File: src/hw/rtl/tvbb_pkg.sv
// Shared types and constants for the transformed vertex bounding box block.
package tvbb_pkg;

   localparam int COORD_W   = 16;
   localparam int INDEX_W   = 8;
   localparam int ROW_W     = 64;
   localparam int CSR_IDX_W = 2;
   localparam int PROD_W    = 2 * COORD_W;
   localparam int ACC_W     = PROD_W + 2;
   localparam int FRAC_DROP = 12;
   localparam int LANES     = 4;

   localparam logic [CSR_IDX_W-1:0] CSR_ROW_X = 2'd0;
   localparam logic [CSR_IDX_W-1:0] CSR_ROW_Y = 2'd1;
   localparam logic [CSR_IDX_W-1:0] CSR_ROW_Z = 2'd2;

   localparam logic [ROW_W-1:0] ROW_X_RESET = 64'h0000_0000_0000_1000;
   localparam logic [ROW_W-1:0] ROW_Y_RESET = 64'h0000_0000_1000_0000;
   localparam logic [ROW_W-1:0] ROW_Z_RESET = 64'h0000_1000_0000_0000;

   // The homogeneous one enters the product as 1.0 in Q8.8.
   localparam logic signed [COORD_W-1:0] ONE_Q8_8 = 16'sd256;
   localparam logic signed [ACC_W:0]     ROUND_BIAS = 35'sd2048;
   localparam logic signed [ACC_W-FRAC_DROP:0] SAT_HIGH = 23'sd32767;
   localparam logic signed [ACC_W-FRAC_DROP:0] SAT_LOW  = -23'sd32768;

   localparam logic [2:0] MAC_LAST = 3'd4;

   typedef enum logic [2:0] {
      ST_IDLE,
      ST_MUL,
      ST_NORM,
      ST_READ,
      ST_FOLD
   } state_type;

   typedef struct packed {
      logic       load;
      logic       mul_en;
      logic [1:0] mul_lane;
      logic       acc_en;
      logic       acc_first;
      logic       store_en;
      logic       read_en;
      logic       fold_en;
   } cmd_type;

endpackage

File: src/hw/rtl/tvbb_ctrl.sv
// Sequencer that steps the datapath through transform and fold operations.
module tvbb_ctrl (
   input  logic              clock,
   input  logic              reset,
   input  logic              start,
   input  logic              req_kind,
   output logic              busy,
   output tvbb_pkg::cmd_type cmd
);
   import tvbb_pkg::*;

   state_type  state_ff, state_in;
   logic [2:0] count_ff, count_in;

   always_ff @(posedge clock) begin
      if (reset) begin
         state_ff <= ST_IDLE;
         count_ff <= '0;
      end else begin
         state_ff <= state_in;
         count_ff <= count_in;
      end
   end

   always_comb begin
      state_in = state_ff;
      count_in = count_ff;
      cmd      = '0;
      busy     = 1'b1;
      case (state_ff)
         ST_IDLE: begin
            busy     = 1'b0;
            count_in = '0;
            if (start) begin
               cmd.load = 1'b1;
               state_in = req_kind ? ST_READ : ST_MUL;
            end
         end
         ST_MUL: begin
            // Products are registered, so each product is accumulated in the step after its multiply.
            cmd.mul_en    = (count_ff != MAC_LAST);
            cmd.mul_lane  = count_ff[1:0];
            cmd.acc_en    = (count_ff != 3'd0);
            cmd.acc_first = (count_ff == 3'd1);
            count_in      = count_ff + 3'd1;
            if (count_ff == MAC_LAST) begin
               state_in = ST_NORM;
            end
         end
         ST_NORM: begin
            cmd.store_en = 1'b1;
            state_in     = ST_IDLE;
         end
         ST_READ: begin
            cmd.read_en = 1'b1;
            state_in    = ST_FOLD;
         end
         ST_FOLD: begin
            cmd.fold_en = 1'b1;
            state_in    = ST_IDLE;
         end
         default: begin
            state_in = ST_IDLE;
         end
      endcase
   end

endmodule

File: config.mk
export PLATFORM = sky130hd
export DESIGN_NAME = tvbb_ctrl
export DESIGN_NICKNAME = d
export VERILOG_FILES = /design/src/hw/rtl/tvbb_pkg.sv /design/src/hw/rtl/tvbb_ctrl.sv
export SDC_FILE = /design/constraint.sdc
export NUM_CORES = 1
export LEC_CHECK = 0
export BUFFER_PORTS_ARGS = -buffer_cell sky130_fd_sc_hd__buf_4
export CORE_AREA = 2 2 39 41
export CTS_BUF_LIST = sky130_fd_sc_hd__clkbuf_2
export DETAILED_ROUTE_END_ITERATION = 16
export DIE_AREA = 0 0 41 43
export PLACE_DENSITY = 0.5
export SETUP_SLACK_MARGIN = 0.15
export SLEW_MARGIN = 0
export SYNTH_ARGS = -nofsm -noshare
export SYNTH_HDL_FRONTEND = slang
export SYNTH_SLANG_ARGS = --single-unit
File: constraint.sdc
create_clock -name clock -period 1.5 [get_ports clock]
set_input_delay 0.3 -clock clock [delete_from_list [all_inputs] [get_ports clock]]
set_output_delay 0.3 -clock clock [all_outputs]
set_load 0.1 [all_outputs]
## After elaboration in Yosys (flattened, before gate mapping)

Cells that the tools add are included.
Widths: inputs -> output; s select.

| storage, ports and cells | value |
|---|---|
| register bits after elaboration | 6 |
| input bits | 4 |

| operators by class | value |
|---|---|
| reduce and logical (&&, ||, !) cells | 4 |
| multiplexer cells | 12 |
| add/subtract/negate cells | 1 |
| equality and inequality tests | 9 |

Operator list:

| kind | number |
|---|---|
| $pmux 3 s3 | 1 |
| $eq 3x1->1 const B | 2 |
| $eq 3x2->1 const B | 2 |
| $eq 3x3->1 const B | 2 |
| $mux 1 | 6 |
| $mux 3 | 2 |
| $pmux 3 s2 | 1 |
| $mux 5 | 1 |
| $ne 2x2->1 const B | 2 |
| $add 3x1->3 const B | 1 |
| $logic_not 3->1 | 1 |
| $ne 3x3->1 const B | 1 |
| $reduce_bool 3->1 | 1 |
| $mux 2 | 1 |
| $reduce_and 2->1 | 1 |
| $reduce_bool 2->1 | 1 |

## Longest topological paths before layout

| depth | value |
|---|---|
| depth in word-level cells | 3 |
| gate-level depth with buffers | 4 |
| mapped depth without buffers | 4 |

## Least setup slack after synthesis

Ideal clock, no wire load.

| timing path | value |
|---|---|
| kind | flip-flop to output port |
| from | register state_ff[2] |
| to | output cmd[3] (netlist bit) |
| data required time | 1.200 ns |
| path buffers | 1 |
| path slack | -1.849 ns |
| cell stages (with the launch flop) | 4 |
| arrival time | 3.049 ns |
| cell sequence | dfxtp_1 > or3b_1 > buf_2 > nor3b_1 |

RTL lines:

| item | line | text |
|---|---|---|
| from (decl) | tvbb_ctrl.sv:12 | `state_type state_ff, state_in;` |
| from (signal assigned) | tvbb_ctrl.sv:20 | `state_ff <= state_in;` |
| to (decl) | tvbb_ctrl.sv:8 | `output tvbb_pkg::cmd_type cmd` |

==> impl_results.html <==
<table>
<tr><th>Metric</th><th>Value</th></tr>
<tr><th colspan="2">Worst setup path</th></tr>
<tr><td>Max FO, Critical Path</td><td>6</td></tr>
<tr><td>Largest stage delay on the critical path</td><td>0.38 ns</td></tr>
<tr><td>Endpoint arrival time on the critical path</td><td>1.47 ns</td></tr>
<tr><td>Critical path capture point type</td><td>primary output</td></tr>
<tr><td>CP delay by family, top</td><td>simple AND/OR/NAND/NOR gates</td></tr>
<tr><td>Crit path max-delay cell type</td><td>or3b_1</td></tr>
<tr><td>Required @ worst endpoint</td><td>1.20 ns</td></tr>
<tr><td>Setup CP Type</td><td>reg -&gt; out</td></tr>
<tr><td>Startpoint type of the worst setup path</td><td>register</td></tr>
<tr><td>Critical path cell sequence</td><td>or3b_1 &gt; buf_6 &gt; nor3b_4 &gt; buf_12</td></tr>
<tr><td>Buffers plus inverters on the worst setup path</td><td>2</td></tr>
<tr><th colspan="2">CTS</th></tr>
<tr><td>Post-CTS Hold Buffers</td><td>0</td></tr>
<tr><td>CTS H-tree depth</td><td>1</td></tr>
<tr><td>Clock tree from TritonCTS</td><td>done</td></tr>
<tr><td>Clock sinks</td><td>6</td></tr>
<tr><td>Number of buffers created by CTS</td><td>3</td></tr>
<tr><td>Clock Tree Buf Depth</td><td>2</td></tr>
<tr><td>CTS root buf</td><td>clkbuf_2</td></tr>
<tr><td>Clock Latency Late Sink</td><td>0.22 ns</td></tr>
<tr><td>Clock-pin transition on the worst setup and hold timing paths</td><td>0.06 ns</td></tr>
<tr><th colspan="2">Routing</th></tr>
<tr><td>Met2 wire length</td><td>504 um</td></tr>
<tr><td>Wl on met1</td><td>443 um</td></tr>
<tr><td>Met3 layer wire length in the routed design</td><td>28 um</td></tr>
<tr><td>Top Metal Used</td><td>met3</td></tr>
<tr><td>Number of DRC markers after the initial detailed-route iteration</td><td>4</td></tr>
<tr><td>Total via count in the routed design</td><td>393</td></tr>
<tr><td>DRC violations left</td><td>0</td></tr>
<tr><td>DR vias/cell</td><td>4.62</td></tr>
<tr><td>Antenna Nets Post-Route</td><td>0</td></tr>
<tr><td>Wire length reported by the detailed router</td><td>976 um</td></tr>
<tr><td>Wirelength per Cell</td><td>11.5 um</td></tr>
<tr><td>Initial DRT Pass Iterations</td><td>4</td></tr>
<tr><th colspan="2">Finish</th></tr>
<tr><td>Net count reported at finish</td><td>78</td></tr>
<tr><td>Final core utilization</td><td>0.579</td></tr>
<tr><td>Post-synthesis to final-layout area growth</td><td>118%</td></tr>
<tr><td>Share of layout cells above drive strength 1</td><td>0.638</td></tr>
<tr><td>Diode count</td><td>0</td></tr>
<tr><td>Number of cells in the finished layout apart from fillers</td><td>85</td></tr>
<tr><th colspan="2">Power and ir drop</th></tr>
<tr><td>Switching power as a share of total power</td><td>0.387</td></tr>
<tr><td>Reported leakage power</td><td>0.326 nW</td></tr>
<tr><td>Power density of the placed cells</td><td>660 nW/um^2</td></tr>
<tr><td>Combinational Power Share</td><td>0.474</td></tr>
<tr><td>Switching power summed over all nets</td><td>0.000204 W</td></tr>
<tr><td>Design internal power</td><td>0.000324 W</td></tr>
<tr><td>Maximum vdd drop</td><td>0.362 mV</td></tr>
<tr><td>Sequential share of power</td><td>0.320</td></tr>
<tr><td>Clock share of power</td><td>0.206</td></tr>
<tr><th colspan="2">Yosys</th></tr>
<tr><td>Sequential area share after synthesis</td><td>0.328</td></tr>
<tr><td>Number of flops mapped to enable cells by yosys</td><td>0</td></tr>
<tr><td>Yosys reg bits</td><td>6</td></tr>
<tr><td>Instance count of the mapped netlist</td><td>44</td></tr>
<tr><td>Share of synthesized flip-flops with an asynchronous set or reset</td><td>0</td></tr>
<tr><td>Ranking of synthesized cells by instance count</td><td>6 x dfxtp_1, 5 x a21oi_1, 5 x nor2_1</td></tr>
<tr><td>Count of cell types in the netlist</td><td>21</td></tr>
<tr><td>Per-instance average area after synthesis</td><td>8.33 sq um</td></tr>
<tr><td>Fraction of synthesized cell area taken by the top area cell type</td><td>0.328</td></tr>
<tr><td>Most instantiated flip-flop cell in the synthesis netlist</td><td>dfxtp_1</td></tr>
<tr><td>Dominant cell type by area after synthesis</td><td>dfxtp_1</td></tr>
<tr><td>Total standard cell area after synthesis</td><td>367 sq um</td></tr>
<tr><td>Synth area leaders</td><td>dfxtp_1 33%, ha_1 10%, nor3b_1 8.2%</td></tr>
<tr><td>Yosys warning total</td><td>0</td></tr>
<tr><td>Leading cell type by number of instances after synthesis</td><td>dfxtp_1</td></tr>
<tr><td>Net count of the mapped netlist</td><td>51</td></tr>
<tr><th colspan="2">Timing</th></tr>
<tr><td>Setup Viol. Count Final</td><td>10</td></tr>
<tr><td>Fraction of the cycle the final worst path needs</td><td>1.18</td></tr>
<tr><td>Peak clock frequency supported by timing</td><td>564 MHz</td></tr>
<tr><td>Final worst path period need</td><td>1.77 ns</td></tr>
<tr><td>Transition time of the tightest slew-check pin</td><td>0.284 ns</td></tr>
<tr><td>Layout Skew</td><td>0.00130 ns</td></tr>
<tr><td>Headroom to the max-slew limit</td><td>0.810</td></tr>
<tr><td>Final critical-path setup slack</td><td>-0.272 ns</td></tr>
<tr><td>Final count of pins violating max slew</td><td>0</td></tr>
<tr><td>RSZ-0062 raised after global routing</td><td>yes</td></tr>
<tr><td>Post-route worst hold slack</td><td>0.268 ns</td></tr>
<tr><td>Hold violation total from the final report</td><td>0</td></tr>
<tr><th colspan="2">Floorplan</th></tr>
<tr><td>Row cnt</td><td>14</td></tr>
<tr><td>Area of the core region</td><td>1380 sq um</td></tr>
<tr><td>Height of the die</td><td>43 um</td></tr>
<tr><td>Top-level I/O count</td><td>14</td></tr>
<tr><td>Chip width</td><td>41 um</td></tr>
<tr><td>Initial standard-cell utilization of the core</td><td>0.265</td></tr>
<tr><td>Area of the die</td><td>1760 sq um</td></tr>
<tr><th colspan="2">Global route</th></tr>
<tr><td>First-pass GRT wire length</td><td>1620 um</td></tr>
<tr><td>Overflow after GRT</td><td>0</td></tr>
<tr><td>Overall global routing resource usage</td><td>0.138</td></tr>
<tr><td>Initial antenna violation count</td><td>0</td></tr>
<tr><td>Vias in the first global route</td><td>393</td></tr>
<tr><td>Largest net degree at the start of global routing</td><td>8</td></tr>
<tr><th colspan="2">Outcome</th></tr>
<tr><td>Status</td><td>finished with violations</td></tr>
<tr><td>Failing checks</td><td>setup timing</td></tr>
<tr><th colspan="2">Worst hold path</th></tr>
<tr><td>Class of the tightest hold or removal check</td><td>in -&gt; reg</td></tr>
<tr><th colspan="2">Placement</th></tr>
<tr><td>Post-detailed-placement half-perimeter wirelength</td><td>733 um</td></tr>
<tr><td>Placer Congestion</td><td>0.662</td></tr>
<tr><td>Post-placement setup slack</td><td>-0.100 ns</td></tr>
<tr><td>Number of placed cells counting well taps</td><td>79</td></tr>
<tr><td>IO Port Bufs</td><td>13</td></tr>
<tr><th colspan="2">Flow run</th></tr>
<tr><td>Max Cap Violations</td><td>0</td></tr>
</table>
==> power by group through the flow <==
| stage | combinational (W) | sequential, W | clock, W |
|---|---|---|---|
| finish | 0.000250 | 0.000169 | 0.000109 |
| detailed placement | 0.000199 | 0.000172 | 0 |
| global placement | 0.000199 | 0.000171 | 0 |
| CTS | 0.000246 | 0.000169 | 0.000115 |
| floorplan | 0.000156 | 0.000174 | 0 |
| global route | 0.000262 | 0.000169 | 0.000122 |
==> cell families (layout without fill, tap and decap cells) <==
| logic type | after synthesis | count (layout) | share of synthesized area |
|---|---|---|---|
| mux | 1 | 1 | 0.0409 |
| compound gates | 7 | 7 | 0.102 |
| flops | 6 | 6 | 0.328 |
| fa+ha+maj | 3 | 3 | 0.102 |
| simple gates | 20 | 20 | 0.341 |
| buf+inv | 7 | 32 | 0.0853 |
==> cells in the final DEF, fill, tap and decap left out <==
| cell type | count |
|---|---|
| buf_12 | 10 |
| buf_4 | 9 |
| buf_6 | 5 |
| inv_1 | 4 |
| nor2_2 | 3 |
| nor3b_4 | 3 |
| a21oi_1 | 3 |
| ha_1 | 3 |
| clkbuf_2 | 3 |
| dfxtp_1 | 3 |
| dfxtp_2 | 3 |
| a21oi_4 | 2 |
| nand3_1 | 2 |
| nor2_1 | 2 |
| and3b_2 | 1 |
| or3_4 | 1 |
| or3b_1 | 1 |
| nor2_4 | 1 |
| nand3b_1 | 1 |
| or3_2 | 1 |
| nor3b_1 | 1 |
| nand2b_1 | 1 |
| a21o_1 | 1 |
| nand4_1 | 1 |
| nor2b_1 | 1 |
| o21ai_0 | 1 |
| mux2_4 | 1 |
| buf_8 | 1 |
==> path summary, 6_finish.rpt <==
check                   start          end  slack, ns  cells past startpoint
hold reg to reg   count_ff[1]  count_ff[1]       0.61                      3
hold / removal          reset  count_ff[0]       0.27                      2
setup / recovery  state_ff[1]       cmd[3]      -0.27                      4
setup reg to reg  state_ff[2]  state_ff[0]       0.21                      4
==> cell type report <==
cell class              instances  area [sq um]
fillers                       113           583
repair buffers                 25           339
multi-input cells              31           288
clock buffers                   3          15.0
inverters                       4          15.0
flip-flops and latches          6           124
well taps                      16          20.0
==> registers in the layout, summed over array words and instances (netlist names) <==
register,cells
count_ff,3
state_ff,3
==> metal layers <==
metal / vias up / track usage
li1: 201 / -
met5: - / 0
met1: 181 / 0.168
met3: 0 / 0.0314
met4: 0 / 0.0800
met2: 11 / 0.209
==> through the flow <==
stage	instance area [sq um]	power, W	setup TNS [ns]
after floorplan	458	0.000330	-2.33
after global placement	611	0.000370	-0.157
after detailed placement	611	0.000370	-0.178
after CTS	790	0.000530	-1.28
after global routing	801	0.000553	-1.87
final	801	0.000529	-1.37
==> what timing repair did <==
| item | CTS | global route |
|---|---|---|
| setup buffers | 2 | 1 |
| endpoints found under the setup margin | 10 | 10 |
| gates resized for setup | 37 | 1 |
| pin swaps | 4 | 2 |
(Power assumes the default switching activity.)
